--- src/design/assert_macros.svh ---
// Assertion helpers for the design files; the top-level engine includes them.
`ifndef ASSERT_MACROS_SVH
`define ASSERT_MACROS_SVH

`ifndef SYNTHESIS

// Same-cycle implication, disabled while reset is high.
`define ASSERT_IMPLY(label, clk, rst, cond, expr, msg) \
   label: assert property (@(posedge clk) disable iff (rst) (cond) |-> (expr)) \
      else $error(msg);

// Next-cycle implication, disabled while reset is high.
`define ASSERT_NEXT(label, clk, rst, cond, expr, msg) \
   label: assert property (@(posedge clk) disable iff (rst) (cond) |=> (expr)) \
      else $error(msg);

`else

`define ASSERT_IMPLY(label, clk, rst, cond, expr, msg)
`define ASSERT_NEXT(label, clk, rst, cond, expr, msg)

`endif

`endif

--- src/design/bprf_pkg.sv ---
package bprf_pkg;

   typedef enum logic [1:0] {
      STATUS_ACCEPTED = 2'd0,
      STATUS_REJECTED = 2'd1,
      STATUS_WORD     = 2'd2,
      STATUS_IDLE     = 2'd3
   } status_type;

   // Classification of an accepted request, carried from front to back.
   typedef enum logic [1:0] {
      KIND_START  = 2'd0,
      KIND_REJECT = 2'd1,
      KIND_STEP   = 2'd2
   } kind_type;

   typedef enum logic [1:0] {
      CSR_PLANE_BASE   = 2'd0,
      CSR_PLANE_STRIDE = 2'd1,
      CSR_PLANE_COUNT  = 2'd2,
      CSR_LINE_BYTES   = 2'd3
   } csr_index_type;

   localparam logic ACTION_START = 1'b0;

   localparam int unsigned CSR_DATA_BITS   = 24;
   localparam int unsigned BASE_BITS       = 24;
   localparam int unsigned COUNT_BITS      = 4;
   localparam int unsigned LINE_BYTES_BITS = 8;
   localparam int unsigned PEN_BITS        = 8;
   localparam int unsigned PLANE_IDX_BITS  = 3;
   localparam int unsigned WORD_BITS       = 16;
   localparam int unsigned OUT_ADDR_BITS   = 24;
   localparam int unsigned X_IN_BITS       = 10;
   localparam int unsigned XR_IN_BITS      = 11;

   localparam logic [BASE_BITS-1:0]       PLANE_BASE_RESET   = 24'd0;
   localparam logic [BASE_BITS-1:0]       PLANE_STRIDE_RESET = 24'd16000;
   localparam logic [COUNT_BITS-1:0]      PLANE_COUNT_RESET  = 4'd4;
   localparam logic [LINE_BYTES_BITS-1:0] LINE_BYTES_RESET   = 8'd80;

   localparam logic [WORD_BITS-1:0] MASK_FULL = 16'hffff;
   localparam logic [WORD_BITS-1:0] GRAY_EVEN = 16'haaaa;
   localparam logic [WORD_BITS-1:0] GRAY_ODD  = 16'h5555;
   localparam logic [3:0]           PIXEL_IN_WORD = 4'hf;

   typedef struct packed {
      status_type                 status;
      logic [OUT_ADDR_BITS-1:0]   address;
      logic [WORD_BITS-1:0]       write_bits;
      logic [WORD_BITS-1:0]       bit_mask;
      logic                       last;
   } rsp_type;

endpackage

--- src/design/bprf_queue.sv ---
module bprf_queue #(
   parameter int unsigned WIDTH = 8,
   parameter int unsigned DEPTH = 2
) (
   input  logic             clock,
   input  logic             reset,
   input  logic             push,
   input  logic [WIDTH-1:0] wr_data,
   output logic             full,
   input  logic             pop,
   output logic [WIDTH-1:0] rd_data,
   output logic             empty
);

   localparam int unsigned PTR_BITS = (DEPTH > 1) ? $clog2(DEPTH) : 1;
   localparam int unsigned CNT_BITS = $clog2(DEPTH + 1);

   logic [WIDTH-1:0]    store_ff [DEPTH];
   logic [PTR_BITS-1:0] wr_ptr_ff, wr_ptr_in;
   logic [PTR_BITS-1:0] rd_ptr_ff, rd_ptr_in;
   logic [CNT_BITS-1:0] count_ff, count_in;
   logic                do_push, do_pop;

   assign full    = (count_ff == CNT_BITS'(DEPTH));
   assign empty   = (count_ff == '0);
   assign do_push = push && !full;
   assign do_pop  = pop && !empty;
   assign rd_data = store_ff[rd_ptr_ff];

   always_comb begin
      wr_ptr_in = wr_ptr_ff;
      rd_ptr_in = rd_ptr_ff;
      count_in  = count_ff;
      if (do_push) begin
         wr_ptr_in = (wr_ptr_ff == PTR_BITS'(DEPTH - 1)) ? '0 : wr_ptr_ff + 1'b1;
      end
      if (do_pop) begin
         rd_ptr_in = (rd_ptr_ff == PTR_BITS'(DEPTH - 1)) ? '0 : rd_ptr_ff + 1'b1;
      end
      unique case ({do_push, do_pop})
         2'b10:   count_in = count_ff + 1'b1;
         2'b01:   count_in = count_ff - 1'b1;
         default: count_in = count_ff;
      endcase
   end

   always_ff @(posedge clock) begin
      if (reset) begin
         wr_ptr_ff <= '0;
         rd_ptr_ff <= '0;
         count_ff  <= '0;
      end else begin
         wr_ptr_ff <= wr_ptr_in;
         rd_ptr_ff <= rd_ptr_in;
         count_ff  <= count_in;
      end
   end

   always_ff @(posedge clock) begin
      if (do_push) begin
         store_ff[wr_ptr_ff] <= wr_data;
      end
   end

endmodule

--- src/design/bprf_front.sv ---
module bprf_front #(
   parameter int unsigned COORD_BITS = 10,
   parameter int unsigned ADDR_BITS  = 24,
   parameter int unsigned CMD_BITS   = 94
) (
   input  logic                                       req_push,
   output logic                                       req_full,
   input  logic                                       req_action,
   input  logic [bprf_pkg::X_IN_BITS-1:0]             req_x_left,
   input  logic [bprf_pkg::X_IN_BITS-1:0]             req_y_top,
   input  logic [bprf_pkg::XR_IN_BITS-1:0]            req_x_right,
   input  logic [bprf_pkg::X_IN_BITS-1:0]             req_y_bottom,
   input  logic [bprf_pkg::PEN_BITS-1:0]              req_pen,
   input  logic                                       req_dither,
   input  logic [bprf_pkg::BASE_BITS-1:0]             plane_base,
   input  logic [bprf_pkg::LINE_BYTES_BITS-1:0]       line_bytes,
   input  logic                                       queue_full,
   output logic                                       queue_push,
   output logic [CMD_BITS-1:0]                        queue_data
);

   localparam int unsigned XW   = COORD_BITS + 1;
   localparam int unsigned WW   = COORD_BITS - 3;
   localparam int unsigned WIDE = (XW > bprf_pkg::XR_IN_BITS) ? XW : bprf_pkg::XR_IN_BITS;
   localparam int unsigned PW   = COORD_BITS + bprf_pkg::LINE_BYTES_BITS;

   typedef struct packed {
      bprf_pkg::kind_type                    kind;
      logic [WW-1:0]                         word_count;
      logic [COORD_BITS-1:0]                 line_count;
      logic [bprf_pkg::WORD_BITS-1:0]        lead_edge;
      logic [bprf_pkg::WORD_BITS-1:0]        trail_edge;
      logic [bprf_pkg::PEN_BITS-1:0]         pen;
      logic                                  dither;
      logic [ADDR_BITS-1:0]                  origin;
   } cmd_type;

   cmd_type               cmd;
   logic [COORD_BITS-1:0] xl, yt, yb;
   logic [WIDE-1:0]       xr_wide, xr_limit;
   logic [XW-1:0]         xr, xr_up;
   logic [PW-1:0]         row_offset;
   logic [4:0]            right_shift;

   assign req_full   = queue_full;
   assign queue_push = req_push && !queue_full;
   assign queue_data = cmd;

   // Coordinates keep their low bits; the right edge saturates at the screen width.
   assign xl       = COORD_BITS'(req_x_left);
   assign yt       = COORD_BITS'(req_y_top);
   assign yb       = COORD_BITS'(req_y_bottom);
   assign xr_wide  = WIDE'(req_x_right);
   assign xr_limit = WIDE'(1 << COORD_BITS);
   assign xr       = XW'((xr_wide > xr_limit) ? xr_limit : xr_wide);
   assign xr_up    = xr + XW'(15);

   assign row_offset  = {{bprf_pkg::LINE_BYTES_BITS{1'b0}}, yt}
                        * {{COORD_BITS{1'b0}}, line_bytes};
   assign right_shift = 5'd16 - {1'b0, xr[3:0]};

   always_comb begin
      cmd.word_count = xr_up[XW-1:4] - WW'(xl[COORD_BITS-1:4]);
      cmd.line_count = yb - yt;
      cmd.lead_edge  = bprf_pkg::MASK_FULL >> (xl[3:0] & bprf_pkg::PIXEL_IN_WORD);
      cmd.trail_edge = (xr[3:0] == 4'd0) ? bprf_pkg::MASK_FULL
                                         : bprf_pkg::MASK_FULL << right_shift;
      cmd.pen        = req_pen;
      cmd.dither     = req_dither;
      cmd.origin     = ADDR_BITS'(plane_base) + ADDR_BITS'(row_offset)
                       + ADDR_BITS'({xl[COORD_BITS-1:4], 1'b0});
      priority if (req_action != bprf_pkg::ACTION_START) begin
         cmd.kind = bprf_pkg::KIND_STEP;
      end else if (({1'b0, xl} >= xr) || (yb < yt)) begin
         cmd.kind = bprf_pkg::KIND_REJECT;
      end else begin
         cmd.kind = bprf_pkg::KIND_START;
      end
   end

endmodule

--- src/design/bprf_back.sv ---
module bprf_back #(
   parameter int unsigned MAX_PLANES = 8,
   parameter int unsigned COORD_BITS = 10,
   parameter int unsigned ADDR_BITS  = 24,
   parameter int unsigned CMD_BITS   = 94
) (
   input  logic                                 clock,
   input  logic                                 reset,
   input  logic                                 cmd_empty,
   input  logic [CMD_BITS-1:0]                  cmd_data,
   output logic                                 cmd_pop,
   input  logic                                 rsp_full,
   output logic                                 rsp_push,
   output bprf_pkg::rsp_type                    rsp_data,
   input  logic [bprf_pkg::BASE_BITS-1:0]       plane_stride,
   input  logic [bprf_pkg::COUNT_BITS-1:0]      plane_count,
   input  logic [bprf_pkg::LINE_BYTES_BITS-1:0] line_bytes
);

   localparam int unsigned WW = COORD_BITS - 3;
   localparam int unsigned CB = bprf_pkg::COUNT_BITS;
   localparam int unsigned IB = bprf_pkg::PLANE_IDX_BITS;
   localparam int unsigned SB = bprf_pkg::BASE_BITS;

   typedef struct packed {
      bprf_pkg::kind_type                    kind;
      logic [WW-1:0]                         word_count;
      logic [COORD_BITS-1:0]                 line_count;
      logic [bprf_pkg::WORD_BITS-1:0]        lead_edge;
      logic [bprf_pkg::WORD_BITS-1:0]        trail_edge;
      logic [bprf_pkg::PEN_BITS-1:0]         pen;
      logic                                  dither;
      logic [ADDR_BITS-1:0]                  origin;
   } cmd_type;

   cmd_type cmd;

   logic                           busy_ff, busy_in;
   logic [IB-1:0]                  plane_index_ff, plane_index_in;
   logic [COORD_BITS-1:0]          line_index_ff, line_index_in;
   logic [WW-1:0]                  word_index_ff, word_index_in;
   logic [WW-1:0]                  word_count_ff, word_count_in;
   logic [COORD_BITS-1:0]          line_count_ff, line_count_in;
   logic [bprf_pkg::WORD_BITS-1:0] lead_edge_ff, lead_edge_in;
   logic [bprf_pkg::WORD_BITS-1:0] trail_edge_ff, trail_edge_in;
   logic [bprf_pkg::PEN_BITS-1:0]  pen_ff, pen_in;
   logic                           dither_ff, dither_in;
   logic [ADDR_BITS-1:0]           row_addr_ff, row_addr_in;
   logic [ADDR_BITS-1:0]           plane_addr_ff, plane_addr_in;

   logic                           fire;
   logic                           last_word, last_line, last_plane;
   logic [CB-1:0]                  planes_used;
   logic [bprf_pkg::WORD_BITS-1:0] word_mask;
   logic [CB+SB-1:0]               plane_offset;
   logic [ADDR_BITS-1:0]           word_addr, next_plane_addr;

   assign cmd      = cmd_data;
   assign fire     = !cmd_empty && !rsp_full;
   assign cmd_pop  = fire;
   assign rsp_push = fire;

   assign planes_used = (plane_count == '0) ? CB'(1)
                      : (plane_count > CB'(MAX_PLANES)) ? CB'(MAX_PLANES) : plane_count;

   assign last_word  = ({1'b0, word_index_ff} + 1'b1) >= {1'b0, word_count_ff};
   assign last_line  = line_index_ff >= line_count_ff;
   assign last_plane = (CB'(plane_index_ff) + 1'b1) >= planes_used;

   assign word_addr       = row_addr_ff + ADDR_BITS'({word_index_ff, 1'b0});
   // The next plane starts at the rectangle's first word plus its index times
   // the stride as it stands now, so a stride written mid-fill takes effect.
   assign plane_offset    = {{SB{1'b0}}, CB'(plane_index_ff) + CB'(1)}
                            * {{CB{1'b0}}, plane_stride};
   assign next_plane_addr = plane_addr_ff + ADDR_BITS'(plane_offset);

   always_comb begin
      word_mask = bprf_pkg::MASK_FULL;
      if (word_index_ff == '0) begin
         word_mask = word_mask & lead_edge_ff;
      end
      if (last_word) begin
         word_mask = word_mask & trail_edge_ff;
      end
      if (dither_ff) begin
         word_mask = word_mask & (line_index_ff[0] ? bprf_pkg::GRAY_ODD : bprf_pkg::GRAY_EVEN);
      end
   end

   always_comb begin
      busy_in        = busy_ff;
      plane_index_in = plane_index_ff;
      line_index_in  = line_index_ff;
      word_index_in  = word_index_ff;
      word_count_in  = word_count_ff;
      line_count_in  = line_count_ff;
      lead_edge_in   = lead_edge_ff;
      trail_edge_in  = trail_edge_ff;
      pen_in         = pen_ff;
      dither_in      = dither_ff;
      row_addr_in    = row_addr_ff;
      plane_addr_in  = plane_addr_ff;
      rsp_data       = '0;

      if (fire) begin
         unique case (cmd.kind)
            bprf_pkg::KIND_START: begin
               rsp_data.status = bprf_pkg::STATUS_ACCEPTED;
               busy_in        = 1'b1;
               plane_index_in = '0;
               line_index_in  = '0;
               word_index_in  = '0;
               word_count_in  = cmd.word_count;
               line_count_in  = cmd.line_count;
               lead_edge_in   = cmd.lead_edge;
               trail_edge_in  = cmd.trail_edge;
               pen_in         = cmd.pen;
               dither_in      = cmd.dither;
               row_addr_in    = cmd.origin;
               plane_addr_in  = cmd.origin;
            end
            bprf_pkg::KIND_REJECT: begin
               rsp_data.status = bprf_pkg::STATUS_REJECTED;
               busy_in         = 1'b0;
            end
            bprf_pkg::KIND_STEP: begin
               if (!busy_ff) begin
                  rsp_data.status = bprf_pkg::STATUS_IDLE;
               end else begin
                  rsp_data.status     = bprf_pkg::STATUS_WORD;
                  rsp_data.address    = bprf_pkg::OUT_ADDR_BITS'(word_addr);
                  rsp_data.write_bits = pen_ff[plane_index_ff] ? bprf_pkg::MASK_FULL : '0;
                  rsp_data.bit_mask   = word_mask;
                  priority if (!last_word) begin
                     word_index_in = word_index_ff + 1'b1;
                  end else if (!last_line) begin
                     word_index_in = '0;
                     line_index_in = line_index_ff + 1'b1;
                     row_addr_in   = row_addr_ff + ADDR_BITS'(line_bytes);
                  end else if (!last_plane) begin
                     word_index_in  = '0;
                     line_index_in  = '0;
                     plane_index_in = plane_index_ff + 1'b1;
                     row_addr_in    = next_plane_addr;
                  end else begin
                     rsp_data.last  = 1'b1;
                     busy_in        = 1'b0;
                     word_index_in  = '0;
                     line_index_in  = '0;
                     plane_index_in = '0;
                  end
               end
            end
            default: begin
               rsp_data.status = bprf_pkg::STATUS_IDLE;
            end
         endcase
      end
   end

   always_ff @(posedge clock) begin
      if (reset) begin
         busy_ff        <= 1'b0;
         plane_index_ff <= '0;
         line_index_ff  <= '0;
         word_index_ff  <= '0;
      end else begin
         busy_ff        <= busy_in;
         plane_index_ff <= plane_index_in;
         line_index_ff  <= line_index_in;
         word_index_ff  <= word_index_in;
      end
   end

   always_ff @(posedge clock) begin
      word_count_ff <= word_count_in;
      line_count_ff <= line_count_in;
      lead_edge_ff  <= lead_edge_in;
      trail_edge_ff <= trail_edge_in;
      pen_ff        <= pen_in;
      dither_ff     <= dither_in;
      row_addr_ff   <= row_addr_in;
      plane_addr_ff <= plane_addr_in;
   end

endmodule

--- src/design/bitplane_rect_fill_engine.sv ---
// Rectangle fill engine for a planar frame buffer.
// Requests enter through a queue-style port: a beat is taken when req_push
// is high and req_full is low. A start request latches a rectangle, pen and
// fill pattern; every step request during a fill yields one 16-bit word
// operation (address, write bits, bit mask), plane by plane, line by line,
// left to right. Every request gives exactly one result, in order.
// Results leave through a queue-style port: the oldest result is shown while
// rsp_empty is low and is taken when rsp_pop is high.
// The csr_ port writes plane base, plane stride, plane count and line bytes;
// it is to be written only while no request is in flight; the block itself
// does not enforce this. The front classifies a request and works out the
// start address with one multiply in the cycle of the beat and writes the
// command queue; the back then takes the command, steps the fill counters
// and writes the output queue, from which the result reaches the rsp_ ports.
// Throughput is one request per cycle while the receiver keeps up, set by the
// back's counter update. Two-entry queues sit between front and back and on
// the output, so a stalled receiver fills the output queue, then the command
// queue, and only then raises req_full. Reset empties both queues, leaves the
// engine idle and returns the csr_ registers to their reset values.
`include "assert_macros.svh"

module bitplane_rect_fill_engine #(
   parameter int unsigned MAX_PLANES = 8,
   parameter int unsigned COORD_BITS = 10,
   parameter int unsigned ADDR_BITS  = 24
) (
   input  logic                                     clock,
   input  logic                                     reset,
   input  logic                                     req_push,
   output logic                                     req_full,
   input  logic                                     req_action,
   input  logic [bprf_pkg::X_IN_BITS-1:0]           req_x_left,
   input  logic [bprf_pkg::X_IN_BITS-1:0]           req_y_top,
   input  logic [bprf_pkg::XR_IN_BITS-1:0]          req_x_right,
   input  logic [bprf_pkg::X_IN_BITS-1:0]           req_y_bottom,
   input  logic [bprf_pkg::PEN_BITS-1:0]            req_pen,
   input  logic                                     req_dither,
   output logic                                     rsp_empty,
   input  logic                                     rsp_pop,
   output logic [1:0]                               rsp_status,
   output logic [bprf_pkg::OUT_ADDR_BITS-1:0]       rsp_address,
   output logic [bprf_pkg::WORD_BITS-1:0]           rsp_write_bits,
   output logic [bprf_pkg::WORD_BITS-1:0]           rsp_bit_mask,
   output logic                                     rsp_last,
   input  logic                                     csr_we,
   input  logic [1:0]                               csr_index,
   input  logic [bprf_pkg::CSR_DATA_BITS-1:0]       csr_wdata
);

   localparam int unsigned CMD_BITS = 2 + (COORD_BITS - 3) + COORD_BITS
                                    + 2 * bprf_pkg::WORD_BITS + bprf_pkg::PEN_BITS + 1
                                    + ADDR_BITS;
   localparam int unsigned RSP_BITS = $bits(bprf_pkg::rsp_type);

   logic [bprf_pkg::BASE_BITS-1:0]       plane_base_ff;
   logic [bprf_pkg::BASE_BITS-1:0]       plane_stride_ff;
   logic [bprf_pkg::COUNT_BITS-1:0]      plane_count_ff;
   logic [bprf_pkg::LINE_BYTES_BITS-1:0] line_bytes_ff;

   logic                  cmd_q_push, cmd_q_full, cmd_q_pop, cmd_q_empty;
   logic [CMD_BITS-1:0]   cmd_q_wr_data, cmd_q_rd_data;
   logic                  rsp_q_push, rsp_q_full;
   bprf_pkg::rsp_type     rsp_q_wr_data, rsp_head;
   logic [RSP_BITS-1:0]   rsp_q_rd_data;
   logic                  head_valid, head_is_word, head_clear;

   always_ff @(posedge clock) begin
      if (reset) begin
         plane_base_ff   <= bprf_pkg::PLANE_BASE_RESET;
         plane_stride_ff <= bprf_pkg::PLANE_STRIDE_RESET;
         plane_count_ff  <= bprf_pkg::PLANE_COUNT_RESET;
         line_bytes_ff   <= bprf_pkg::LINE_BYTES_RESET;
      end else if (csr_we) begin
         unique case (bprf_pkg::csr_index_type'(csr_index))
            bprf_pkg::CSR_PLANE_BASE:   plane_base_ff   <= csr_wdata;
            bprf_pkg::CSR_PLANE_STRIDE: plane_stride_ff <= csr_wdata;
            bprf_pkg::CSR_PLANE_COUNT:  plane_count_ff  <= bprf_pkg::COUNT_BITS'(csr_wdata);
            bprf_pkg::CSR_LINE_BYTES:   line_bytes_ff   <= bprf_pkg::LINE_BYTES_BITS'(csr_wdata);
            default: ;
         endcase
      end
   end

   bprf_front #(
      .COORD_BITS (COORD_BITS),
      .ADDR_BITS  (ADDR_BITS),
      .CMD_BITS   (CMD_BITS)
   ) u_front (
      .req_push     (req_push),
      .req_full     (req_full),
      .req_action   (req_action),
      .req_x_left   (req_x_left),
      .req_y_top    (req_y_top),
      .req_x_right  (req_x_right),
      .req_y_bottom (req_y_bottom),
      .req_pen      (req_pen),
      .req_dither   (req_dither),
      .plane_base   (plane_base_ff),
      .line_bytes   (line_bytes_ff),
      .queue_full   (cmd_q_full),
      .queue_push   (cmd_q_push),
      .queue_data   (cmd_q_wr_data)
   );

   bprf_queue #(
      .WIDTH (CMD_BITS),
      .DEPTH (2)
   ) u_cmd_queue (
      .clock   (clock),
      .reset   (reset),
      .push    (cmd_q_push),
      .wr_data (cmd_q_wr_data),
      .full    (cmd_q_full),
      .pop     (cmd_q_pop),
      .rd_data (cmd_q_rd_data),
      .empty   (cmd_q_empty)
   );

   bprf_back #(
      .MAX_PLANES (MAX_PLANES),
      .COORD_BITS (COORD_BITS),
      .ADDR_BITS  (ADDR_BITS),
      .CMD_BITS   (CMD_BITS)
   ) u_back (
      .clock        (clock),
      .reset        (reset),
      .cmd_empty    (cmd_q_empty),
      .cmd_data     (cmd_q_rd_data),
      .cmd_pop      (cmd_q_pop),
      .rsp_full     (rsp_q_full),
      .rsp_push     (rsp_q_push),
      .rsp_data     (rsp_q_wr_data),
      .plane_stride (plane_stride_ff),
      .plane_count  (plane_count_ff),
      .line_bytes   (line_bytes_ff)
   );

   bprf_queue #(
      .WIDTH (RSP_BITS),
      .DEPTH (2)
   ) u_rsp_queue (
      .clock   (clock),
      .reset   (reset),
      .push    (rsp_q_push),
      .wr_data (rsp_q_wr_data),
      .full    (rsp_q_full),
      .pop     (rsp_pop),
      .rd_data (rsp_q_rd_data),
      .empty   (rsp_empty)
   );

   assign rsp_head       = rsp_q_rd_data;
   assign rsp_status     = rsp_head.status;
   assign rsp_address    = rsp_head.address;
   assign rsp_write_bits = rsp_head.write_bits;
   assign rsp_bit_mask   = rsp_head.bit_mask;
   assign rsp_last       = rsp_head.last;

   assign head_valid   = !rsp_empty;
   assign head_is_word = (rsp_status == bprf_pkg::STATUS_WORD);
   assign head_clear   = (rsp_bit_mask == '0) && (rsp_address == '0)
                         && (rsp_write_bits == '0);

   // Each command the back consumes must find room in the output queue.
   `ASSERT_IMPLY(a_rsp_no_overflow, clock, reset, rsp_q_push, !rsp_q_full, "result beat lost")
   `ASSERT_NEXT(a_result_follows, clock, reset, cmd_q_pop, !rsp_empty, "no result after command")
   `ASSERT_IMPLY(a_last_is_word, clock, reset, head_valid && rsp_last, head_is_word, "stray last")
   `ASSERT_IMPLY(a_plain_status_clear, clock, reset, head_valid && !head_is_word, head_clear, "payload")

endmodule

--- config.mk ---
export PLATFORM = sky130hd
export DESIGN_NAME = bitplane_rect_fill_engine
export DESIGN_NICKNAME = d
export VERILOG_FILES = /design/src/design/bprf_pkg.sv /design/src/design/bprf_queue.sv /design/src/design/bprf_front.sv /design/src/design/bprf_back.sv /design/src/design/bitplane_rect_fill_engine.sv
export VERILOG_INCLUDE_DIRS = /design/src /design/src/design
export SDC_FILE = /design/constraint.sdc
export NUM_CORES = 1
export LEC_CHECK = 0
export BUFFER_PORTS_ARGS = -buffer_cell sky130_fd_sc_hd__buf_2
export CAP_MARGIN = 30
export CORE_MARGIN = 2
export CORE_UTILIZATION = 65
export DETAILED_ROUTE_END_ITERATION = 10
export HOLD_SLACK_MARGIN = 0.1
export PLACE_DENSITY = 0.83
export SYNTH_ARGS = -nofsm -noshare
export SYNTH_HDL_FRONTEND = slang
export SYNTH_SLANG_ARGS = --single-unit
--- constraint.sdc ---
create_clock -name clock -period 12.5 [get_ports clock]
set_input_delay 1.25 -clock clock [delete_from_list [all_inputs] [get_ports clock]]
set_output_delay 1.25 -clock clock [all_outputs]
set_load 0.1 [all_outputs]
==> results of run 1 <==
cell usage in the layout, fill, tap and decap left out, types with 12 or more instances in the layout:
cell type / n
edfxtp_1: 356
inv_1: 249
nand2_1: 221
ha_1: 158
buf_2: 142
fa_1: 134
mux2_2: 124
a21oi_1: 123
and2_1: 113
nor2_1: 104
dfxtp_1: 89
xnor2_1: 72
o21ai_0: 53
clkbuf_16: 45
nor2b_1: 38
xor2_1: 35
nand3_1: 29
a21o_1: 28
nand2b_1: 24
nor3_1: 23
o21a_1: 16
and3_1: 15
o21bai_1: 14
nand3b_1: 14
o221a_2: 14
buf_4: 13
or3_1: 12
o21ai_1: 12
registers in the layout, indices dropped and copies added (netlist names), 3 cells and up, named ones only:
name / flops
u_cmd_queue.store_ff: 164
u_rsp_queue.store_ff: 88
plane_base_ff: 24
plane_stride_ff: 24
u_back.plane_addr_ff: 24
u_back.row_addr_ff: 24
u_back.lead_edge_ff: 15
u_back.trail_edge_ff: 15
u_back.line_count_ff: 10
u_back.line_index_ff: 10
line_bytes_ff: 8
u_back.pen_ff: 8
u_back.word_count_ff: 7
u_back.word_index_ff: 7
plane_count_ff: 4
u_back.plane_index_ff: 3
final cells by class:
| type | count | share of cell area |
|---|---|---|
| clock buffer | 56 | 0.0416 |
| clock inverter | 28 | 0.0147 |
| inverter | 250 | 0.0318 |
| multi-input combinational | 1537 | 0.435 |
| sequential | 447 | 0.424 |
| tap | 532 | 0.0226 |
| timing repair buffer | 159 | 0.0302 |
worst max-delay path: stages:
cell and delay (ns):
buf_2 0.18, nand2_1 0.10, fa_1 0.53, inv_1 0.05, fa_1 0.50, inv_1 0.05, fa_1 0.47, inv_1 0.05
fa_1 0.54, inv_1 0.06, fa_1 0.49, inv_1 0.04, ha_1 0.22, or3_1 0.42, a211oi_2 0.32, nor2_1 0.10
a211oi_2 0.31, nor2_1 0.11, or2_1 0.25, xor2_1 0.15
worst max-delay path by stage:
stage                     depth (start not counted)                           to         start  slack [ns]
after global routing                             20  u_cmd_queue.store_ff[0][21]  req_y_top[5]        6.34
after floorplan                                  20  u_cmd_queue.store_ff[0][21]  req_y_top[6]        6.41
after detailed placement                         20  u_cmd_queue.store_ff[0][21]  req_y_top[5]        6.04
final                                            20  u_cmd_queue.store_ff[0][21]  req_y_top[5]        6.60
after global placement                           20  u_cmd_queue.store_ff[0][21]  req_y_top[5]        6.14
after CTS                                        20  u_cmd_queue.store_ff[0][21]  req_y_top[5]        6.63
power by group:
part | internal (mW) | switching, mW
registers | 2.01 | 0.131
clock network | 0.895 | 0.595
logic | 0.625 | 1.72
total | 3.53 | 2.45
metrics by stage:
| stage | hold slack (ns) | utilization |
|---|---|---|
| 2_1_floorplan | 0.436 | - |
| 3_3_place_gp | 0.443 | 0.683 |
| 3_5_place_dp | 0.452 | 0.685 |
| 4_1_cts | 0.460 | 0.726 |
| 5_1_grt | 0.473 | 0.726 |
| 6_report | 0.461 | 0.726 |
per-layer routing:
| metal | GRT usage | wire length, um | part of all wire |
|---|---|---|---|
| met1 | 0.386 | 24900 | 0.42 |
| met2 | 0.451 | 27700 | 0.47 |
| met3 | 0.0438 | 4620 | 0.079 |
| met4 | 0.0829 | 1450 | 0.025 |
| met5 | 0 | 0 | 0 |
logic make-up after synthesis:
| family | count (synthesis) | share of synthesized area |
|---|---|---|
| adder cells (fa/ha/maj) | 292 | 0.174 |
| buffers and inverters | 348 | 0.0517 |
| XOR/XNOR | 107 | 0.0351 |
| AND/OR/NAND/NOR | 649 | 0.123 |
| flip-flops | 447 | 0.469 |
| AO/OA/AOI/OAI | 355 | 0.0899 |
| multiplexers | 134 | 0.0570 |
==> impl_results.md, run 1 <==
- Outcome: completed
- Tmin final: 5.90 ns
- Reg2reg end: u_cmd_queue.store_ff[0][21]
- Clock Tree Root: clkbuf_16
- First-pass DRT Iterations: 7
- Initial Utilization: 0.657
- Post-route cell area: 0.0295 mm^2
- Top_reg_cell synth: edfxtp_1
- Sequential area share after synthesis: 0.469
- Grt total ovfl: 0
- Total core area: 0.0406 mm^2
- Final net count: 2814
- Worst r2r src: line_bytes_ff[1]
- Fillers: 2620
- Most frequent cell after synthesis: edfxtp_1
- Tot GR Track Use: 0.277
- Post-synth ARST share: 0
- Synth Warn #: 0
- Ports: 143
- Die Area: 0.0427 mm^2
- Worst Skew: 0.0522 ns
- Share of cells above drive strength 1: 0.170
- Number of synthesized flops with an enable pin: 356
- WL/cell: 19.5 um
- Hold Vio Cnt, Final: 0
- Residual DRC: 0
- VDD IR-drop max: 0.207 mV
- Hold/Removal Path Class: flop to flop
- Crit end category: flop
- Worst r2r path cells: 19
- Pwr dens: 203 mW/mm^2
- Hold Path Origin: plane_base_ff[3]
- Place WS: 6.04 ns
- Hold Path End: plane_base_ff[3]
- Leakage power: 12.1 nW
- Reg area: 0.0125 mm^2
- Final Slew Violations: 0
- Slew Limit Headroom: 0.291
- Clk buf depth: 3
- Top-area cell type share of the netlist area: 0.400
- CTS Buf Count: 45
- Mapped cell area: 0.0267 mm^2
- Routability cong.: 0.908
- Die Y: 207 um
- Area Growth Syn to Fin: 10.5%
- Clock slew at reported path FFs: 0.06 ns
- Most instantiated cells after synthesis: 356 x edfxtp_1, 249 x inv_1, 221 x nand2_1
- Setup TNS: 0 ns
- Initial antenna violation count: 0
- # diodes: 0
- Mean Syn Cell Area: 11.5 um^2
- Placed Instance Area: 0.0279 mm^2
- Unique masters post-synth: 85
- Latest clock arrival within the worst-skew pair: 0.59 ns
- Post-cts sizing count: 0
- Vias in the first global route: 17800
- RSZ-0062 raised after global routing: false
- Via density: 5.92
- Data arrival time of the worst path: 6.21 ns
- Syn Inst Count: 2332
- Hold path depth: 2
- Max cap viols: 0
- Worst Path Required: 12.81 ns
- Port buffer count: 142
- Placed cell count: 2925
- Largest net degree at the start of global routing: 89
- Post-Syn Nets: 2706
- Fin worst setup slack: 6.60 ns
- WL final: 58600 um
- Die X-Extent: 207 um
- Crit path launch type: input pin
- Vias: 17800
- Synth area leader: edfxtp_1
- Flop2flop setup slack: 6.67 ns
- Crit path kind: input pin to flop
- Postcts setup bufs: 0
- Cts hold-fix bufs: 0
- H-tree Lvls: 2
- Setup Viol. Count Final: 0
- CTS tree: built
- Top post-synthesis cells by area: edfxtp_1 40%, fa_1 10%, ha_1 7.4%
- 1st-iter DRT viols: 1398
- Crit share post-route: 0.472
- Post-route ant nets: 0
- Half-perimeter wire length after placement: 42300 um
- Overall power: 5.98 mW
- Yosys reg bits: 447
- Crit path max fanout: 9
- Area of the multi-input gates: 0.0128 mm^2
- Final Non-Filler Cells: 3009
- # clock sinks: 447
- First-pass GRT wire length: 92400 um
- FMAX: 169 MHz
- Core Rows: 74
- Tightest Pin Transition: 1.06 ns
No activity file was read; power rests on OpenSTA's default activity.
==> run 2, diff against run 1 <==
CORE_UTILIZATION = 62   (was 65)
PLACE_DENSITY = 0.8   (was 0.83)
clock period = 5.5 ns   (was 12.5 ns; I/O delays follow)
==> run 2 against run 1 <==
Cell count grew 1.5%. Global-route usage shrank 1.2 points. Wire length grew 0.15%. Non-clock buffer count grew 31. Total power grew 130%. Design area grew 0.66%. Clock-buffer cell count shrank 8. Sequential power grew 130%.
==> impl_results.md, run 2 (synthesis gave the netlist of run 1 again) <==
- Crit path launch type: flop
- # clock sinks: 447 (unchanged)
- Crit share post-route: 0.962
- WL/cell: 19.2 um (-1.3%)
- Core Rows: 76 (+2.7%)
- Vias in the first global route: 17900 (+0.43%)
- Max FFs per register: 164 (unchanged)
- Worst r2r src: line_bytes_ff[4]
- Total core area: 0.0428 mm^2 (+5.3%)
- Share of cells above drive strength 1: 0.183 (+0.0131)
- Area Growth Syn to Fin: 11.3%
- Grt met2 use: 0.435 (-0.0162)
- Hold Path Origin: req_pen[0]
- Clock Tree Root: clkbuf_16
- Cts hold-fix bufs: 0 (unchanged)
- CTS tree: built
- Grt peak-use layer: met2
- Placed Instance Area: 0.0281 mm^2 (+0.80%)
- M3 GR Usage: 0.0307 (-0.0131)
- Pwr dens: 453 mW/mm^2 (+120%)
- Final net count: 2846 (+1.1%)
- Hold/Removal Path Class: input pin to flop
- Overall power: 13.5 mW (+130%)
- FMAX: 189 MHz
- Most common cell after layout, fill and taps aside: edfxtp_1
- Port buffer count: 142 (unchanged)
- # diodes: 0 (unchanged)
- CTS Buf Count: 46 (+2.2%)
- Largest registers: u_cmd_queue.store_ff x164, u_rsp_queue.store_ff x88
- RSZ-0062 raised after global routing: false
- Commonest non-fill, non-tap cells in the layout: 356 x edfxtp_1, 249 x inv_1, 221 x nand2_1, 158 x ha_1, 142 x buf_2
- Crit end category: flop
- VDD IR-drop max: 0.605 mV (+190%)
- Worst Path Required: 5.80 ns (-7.01 ns)
- Slew Limit Headroom: 0.363 (+0.0725)
- Die Y: 212 um (+2.3%)
- Clk buf depth: 3 (unchanged)
- Tot GR Track Use: 0.265 (-0.0118)
- Half-perimeter wire length after placement: 43200 um (+2.2%)
- Grt total ovfl: 0 (unchanged)
- First-pass DRT Iterations: 6 (-1)
- Routability cong.: 0.921 (+1.4%)
- Place WS: -0.121 ns (-6.16 ns)
- Initial antenna violation count: 0 (unchanged)
- Residual DRC: 0 (unchanged)
- Outcome: completed
- Top reg by flops: u_cmd_queue.store_ff
- Max cap viols: 0 (unchanged)
- Flop2flop setup slack: 0.21 ns (-6.46 ns)
- Die X-Extent: 212 um (+2.3%)
- Latest clock arrival within the worst-skew pair: 0.58 ns (about the same)
- Tmin final: 5.29 ns
- First-pass GRT wire length: 93300 um (+1.0%)
- Worst setup startpoint: line_bytes_ff[4]
- Largest net degree at the start of global routing: 89 (unchanged)
- Tightest Pin Transition: 0.955 ns (-0.105 ns)
- Crit path max fanout: 4 (-5)
- WL final: 58700 um (+0.15%)
- Final Slew Violations: 0 (unchanged)
- H-tree Lvls: 2 (unchanged)
- Final Non-Filler Cells: 3054 (+1.5%)
- Data arrival time of the worst path: 5.59 ns (-0.62 ns)
- Initial Utilization: 0.624 (-0.0329)
- Post-route cell area: 0.0297 mm^2 (+0.66%)
- Setup Viol. Count Final: 0 (unchanged)
- Placed cell count: 2969 (+1.5%)
- Hold Vio Cnt, Final: 0 (unchanged)
- Clock slew at reported path FFs: 0.06 ns (about the same)
- Post-route ant nets: 0 (unchanged)
- Leakage power: 12.2 nW (+1.1%)
- Via density: 5.81 (-1.8%)
- Ports: 143 (unchanged)
- Die Area: 0.0447 mm^2 (+4.7%)
- Worst Skew: 0.0203 ns (-0.0319 ns)
- Crit path kind: flop to flop
- Fin util: 0.694 (-0.0319)
- Met1 usage: 0.374 (-0.0116)
- Fin worst setup slack: 0.209 ns (-6.39 ns)
- 1st-iter DRT viols: 1579 (+13%)
- Vias: 17800 (-0.28%)
run 2: changes by cell type in the layout (fill, tap and decap cells not counted), moves of 2 or more:
cell	before	now
buf_4	13	44
bufinv_16	9	7
clkbuf_1	5	2
clkbuf_8	6	0
clkinv_1	2	5
clkinv_2	5	12
dfxtp_1	89	83
dfxtp_2	1	7
run 2: final cells by class:
cell class | count | area (um^2)
repair buffers | 190 | 1120
fillers | 2985 | 13100
clock inverters | 36 | 429
inverters | 250 | 938
multi-input cells | 1537 | 12900
well taps | 546 | 683
flip-flops and latches | 447 | 12500
clock buffers | 48 | 1160
run 2: worst paths after layout:
check	end	depth (start not counted)
hold / removal	u_cmd_queue.store_ff[0][25]	1
setup reg to reg	u_cmd_queue.store_ff[1][21]	18
setup / recovery	u_cmd_queue.store_ff[1][21]	18
hold reg to reg	plane_base_ff[2]	2
run 2: critical path, stage by stage (launching register included):
cell      delay (ns)
dfxtp_2         0.36
and2_1          0.16
fa_1            0.45
fa_1            0.56
inv_1           0.06
fa_1            0.48
inv_1           0.05
fa_1            0.53
inv_1           0.05
fa_1            0.50
inv_1           0.04
ha_1            0.20
or3_1           0.41
o211ai_1        0.25
nor2_1          0.10
a211oi_2        0.32
nor2_1          0.10
or2_1           0.25
xor2_1          0.16
run 2: power by group:
group          leakage [nW]  switching, mW  internal (mW)
combinational          7.43           3.92           1.45
sequential             4.03          0.289           4.57
clock                 0.773           1.35           1.89
run 2: through the flow:
stage | setup TNS, ns | hold slack [ns]
6_report | 0 | 0.163
3_3_place_gp | -0.0721 | 0.443
2_1_floorplan | 0 | 0.436
5_1_grt | 0 | 0.140
3_5_place_dp | -0.478 | 0.451
4_1_cts | 0 | 0.138
run 2: per-layer routing:
| layer | share of wire | wire length [um] |
|---|---|---|
| met1 | 0.44 | 25700 |
| met3 | 0.062 | 3630 |
| met5 | 0 | 0 |
| met4 | 0.025 | 1480 |
| met2 | 0.48 | 27900 |
run 2: repair_timing:
item	4_1_cts	5_1_grt
buffers inserted	0	0
gates resized for setup	0	9
setup endpoints to repair	0	13
==> run 3, diff against run 2 <==
MAX_ROUTING_LAYER = met4   (was unset)
RECOVER_POWER = 50   (was unset)
==> run 3 against run 2 <==
The run now ends with capacitance limit, slew limit left. Sequential share of layout area grew 0.088 points. Critical path depth is the same. Global-route usage grew 0.53 points. Design area shrank 0.25%. Clock-buffer cell count grew 13. Die area is the same. Utilization shrank 0.17 points. Clock power is essentially flat. Sequential cell count is the same. Critical path type unchanged. Total power shrank 0.31%.
==> impl_results.md, run 3 (synthesis gave the netlist of run 1 again) <==
- Outcome: finished, violations left
- Failing checks: capacitance limit, slew limit
- H-tree Lvls: 2 (unchanged)
- Hold Vio Cnt, Final: 0 (unchanged)
- Total core area: 0.0428 mm^2 (unchanged)
- CTS Buf Count: 44 (-4.3%)
- # diodes: 0 (unchanged)
- Ports: 143 (unchanged)
- Setup TNS: 0 ns (unchanged)
- Core Rows: 76 (unchanged)
- Post-cts sizing count: 0 (unchanged)
- Final Slew Violations: 347 (+347)
- Crit path kind: flop to flop
- Largest net degree at the start of global routing: 89 (unchanged)
- Post-route cell area: 0.0296 mm^2 (-0.25%)
- Tmin final: 5.26 ns (-0.0286 ns)
- VDD IR-drop max: 0.606 mV (+0.12%)
- Hold/Removal Path Class: input pin to flop
- Cts hold-fix bufs: 0 (unchanged)
- Setup Viol. Count Final: 0 (unchanged)
- WL/cell: 18.9 um (-1.6%)
- Half-perimeter wire length after placement: 42900 um (-0.76%)
- Tot GR Track Use: 0.270 (+0.00531)
- Vias in the first global route: 17600 (-1.6%)
- First-pass GRT wire length: 92300 um (-1.1%)
- Crit path max fanout: 9 (+5)
- Slew Limit Headroom: -1.61 (-1.98)
- Share of cells above drive strength 1: 0.160 (-0.0228)
- Initial Utilization: 0.624 (unchanged)
- Postcts setup bufs: 0 (unchanged)
- Latest clock arrival within the worst-skew pair: 0.57 ns (about the same)
- 1st-iter DRT viols: 1357 (-14%)
- Max cap viols: 7 (+7)
- Crit end category: flop
- Most common cell after layout, fill and taps aside: edfxtp_1
- Pwr dens: 453 mW/mm^2 (about the same)
- Post-route ant nets: 0 (unchanged)
- Tightest Pin Transition: 3.92 ns (+2.96 ns)
- Top reg by flops: u_cmd_queue.store_ff
- Die Y: 212 um (unchanged)
- Routability cong.: 0.920 (-0.15%)
- Clk buf depth: 3 (unchanged)
- Via density: 5.77 (-0.67%)
- Largest registers: u_cmd_queue.store_ff x164, u_rsp_queue.store_ff x88
- CTS tree: built
- Residual DRC: 0 (unchanged)
- First-pass DRT Iterations: 5 (-1)
- Placed Instance Area: 0.0281 mm^2 (about the same)
- Area Growth Syn to Fin: 11.0%
- Grt total ovfl: 0 (unchanged)
- FMAX: 190 MHz (+0.54%)
- Clock Tree Root: clkbuf_16
- Final net count: 2841 (-0.18%)
- WL final: 57700 um (-1.8%)
- Vias: 17600 (-0.83%)
- Die Area: 0.0447 mm^2 (unchanged)
- Clock slew at reported path FFs: 0.06 ns (about the same)
- Port buffer count: 142 (unchanged)
- Worst Skew: 0.0179 ns (-0.00246 ns)
- Commonest non-fill, non-tap cells in the layout: 356 x edfxtp_1, 250 x inv_1, 221 x nand2_1, 158 x ha_1, 134 x fa_1
- Crit share post-route: 0.957 (-0.00521)
- Leakage power: 12.2 nW (-0.59%)
- Data arrival time of the worst path: 5.56 ns (-0.03 ns)
- # clock sinks: 447 (unchanged)
- Worst Path Required: 5.80 ns (about the same)
- Max FFs per register: 164 (unchanged)
- Crit path launch type: flop
- Die X-Extent: 212 um (unchanged)
- RSZ-0062 raised after global routing: false
- Fillers: 3025 (+1.3%)
- Initial antenna violation count: 0 (unchanged)
## run 3: metal layers
metal / wire length [um] / up-vias / track usage
met1: 25900 / 8645 / 0.380
li1: - / 8318 / -
met2: 27100 / 556 / 0.424
met5: 0 / - / -
met3: 3670 / 83 / 0.0358
met4: 1010 / 0 / 0.0607
## run 3: worst max-delay path: stages (launching register included)
cell      delay [ns]
dfxtp_1         0.42
and2_1          0.21
fa_1            0.39
fa_1            0.56
inv_1           0.05
fa_1            0.48
inv_1           0.05
fa_1            0.53
inv_1           0.05
fa_1            0.49
inv_1           0.04
ha_1            0.20
or3_1           0.41
o211ai_1        0.22
nor2_1          0.09
a211oi_2        0.30
nor2_1          0.09
or2_1           0.24
xor2_1          0.15
## run 3: report_power, final
group,switching (mW),internal [mW],total [mW]
registers,0.284,4.59,4.87
logic,3.91,1.43,5.34
clock network,1.28,1.94,3.22
total,5.47,7.96,13.4
## run 3: final timing paths
path / from / to / slack (ns) / cells after the start
min: req_pen[0] / u_cmd_queue.store_ff[0][25] / 0.17 / 1
max: line_bytes_ff[2] / u_cmd_queue.store_ff[1][21] / 0.24 / 18
max reg2reg: line_bytes_ff[2] / u_cmd_queue.store_ff[1][21] / 0.24 / 18
min reg2reg: plane_base_ff[16] / plane_base_ff[16] / 0.46 / 2
## run 3: final cells by class
cell class / count / area (um^2) / share of cell area
clock buffers: 61 / 1260 / 0.0424
well taps: 546 / 683 / 0.0231
clock inverters: 21 / 325 / 0.0110
inverters: 250 / 938 / 0.0317
flip-flops and latches: 447 / 12500 / 0.422
multi-input cells: 1537 / 12800 / 0.433
repair buffers: 187 / 1070 / 0.0362
## run 3: per-stage QoR
step	utilization	total power, mW	instances	hold WS (ns)	setup WS (ns)
6_report	0.693	13.4	3049	0.170	0.238
5_1_grt	0.693	14.0	3049	0.156	0.0246
4_1_cts	0.694	13.5	3049	0.148	0.209
3_5_place_dp	0.657	10.2	2967	0.451	-0.0751
3_3_place_gp	0.655	10.1	2963	0.445	-0.0199
2_1_floorplan	-	9.24	2332	0.436	0.108
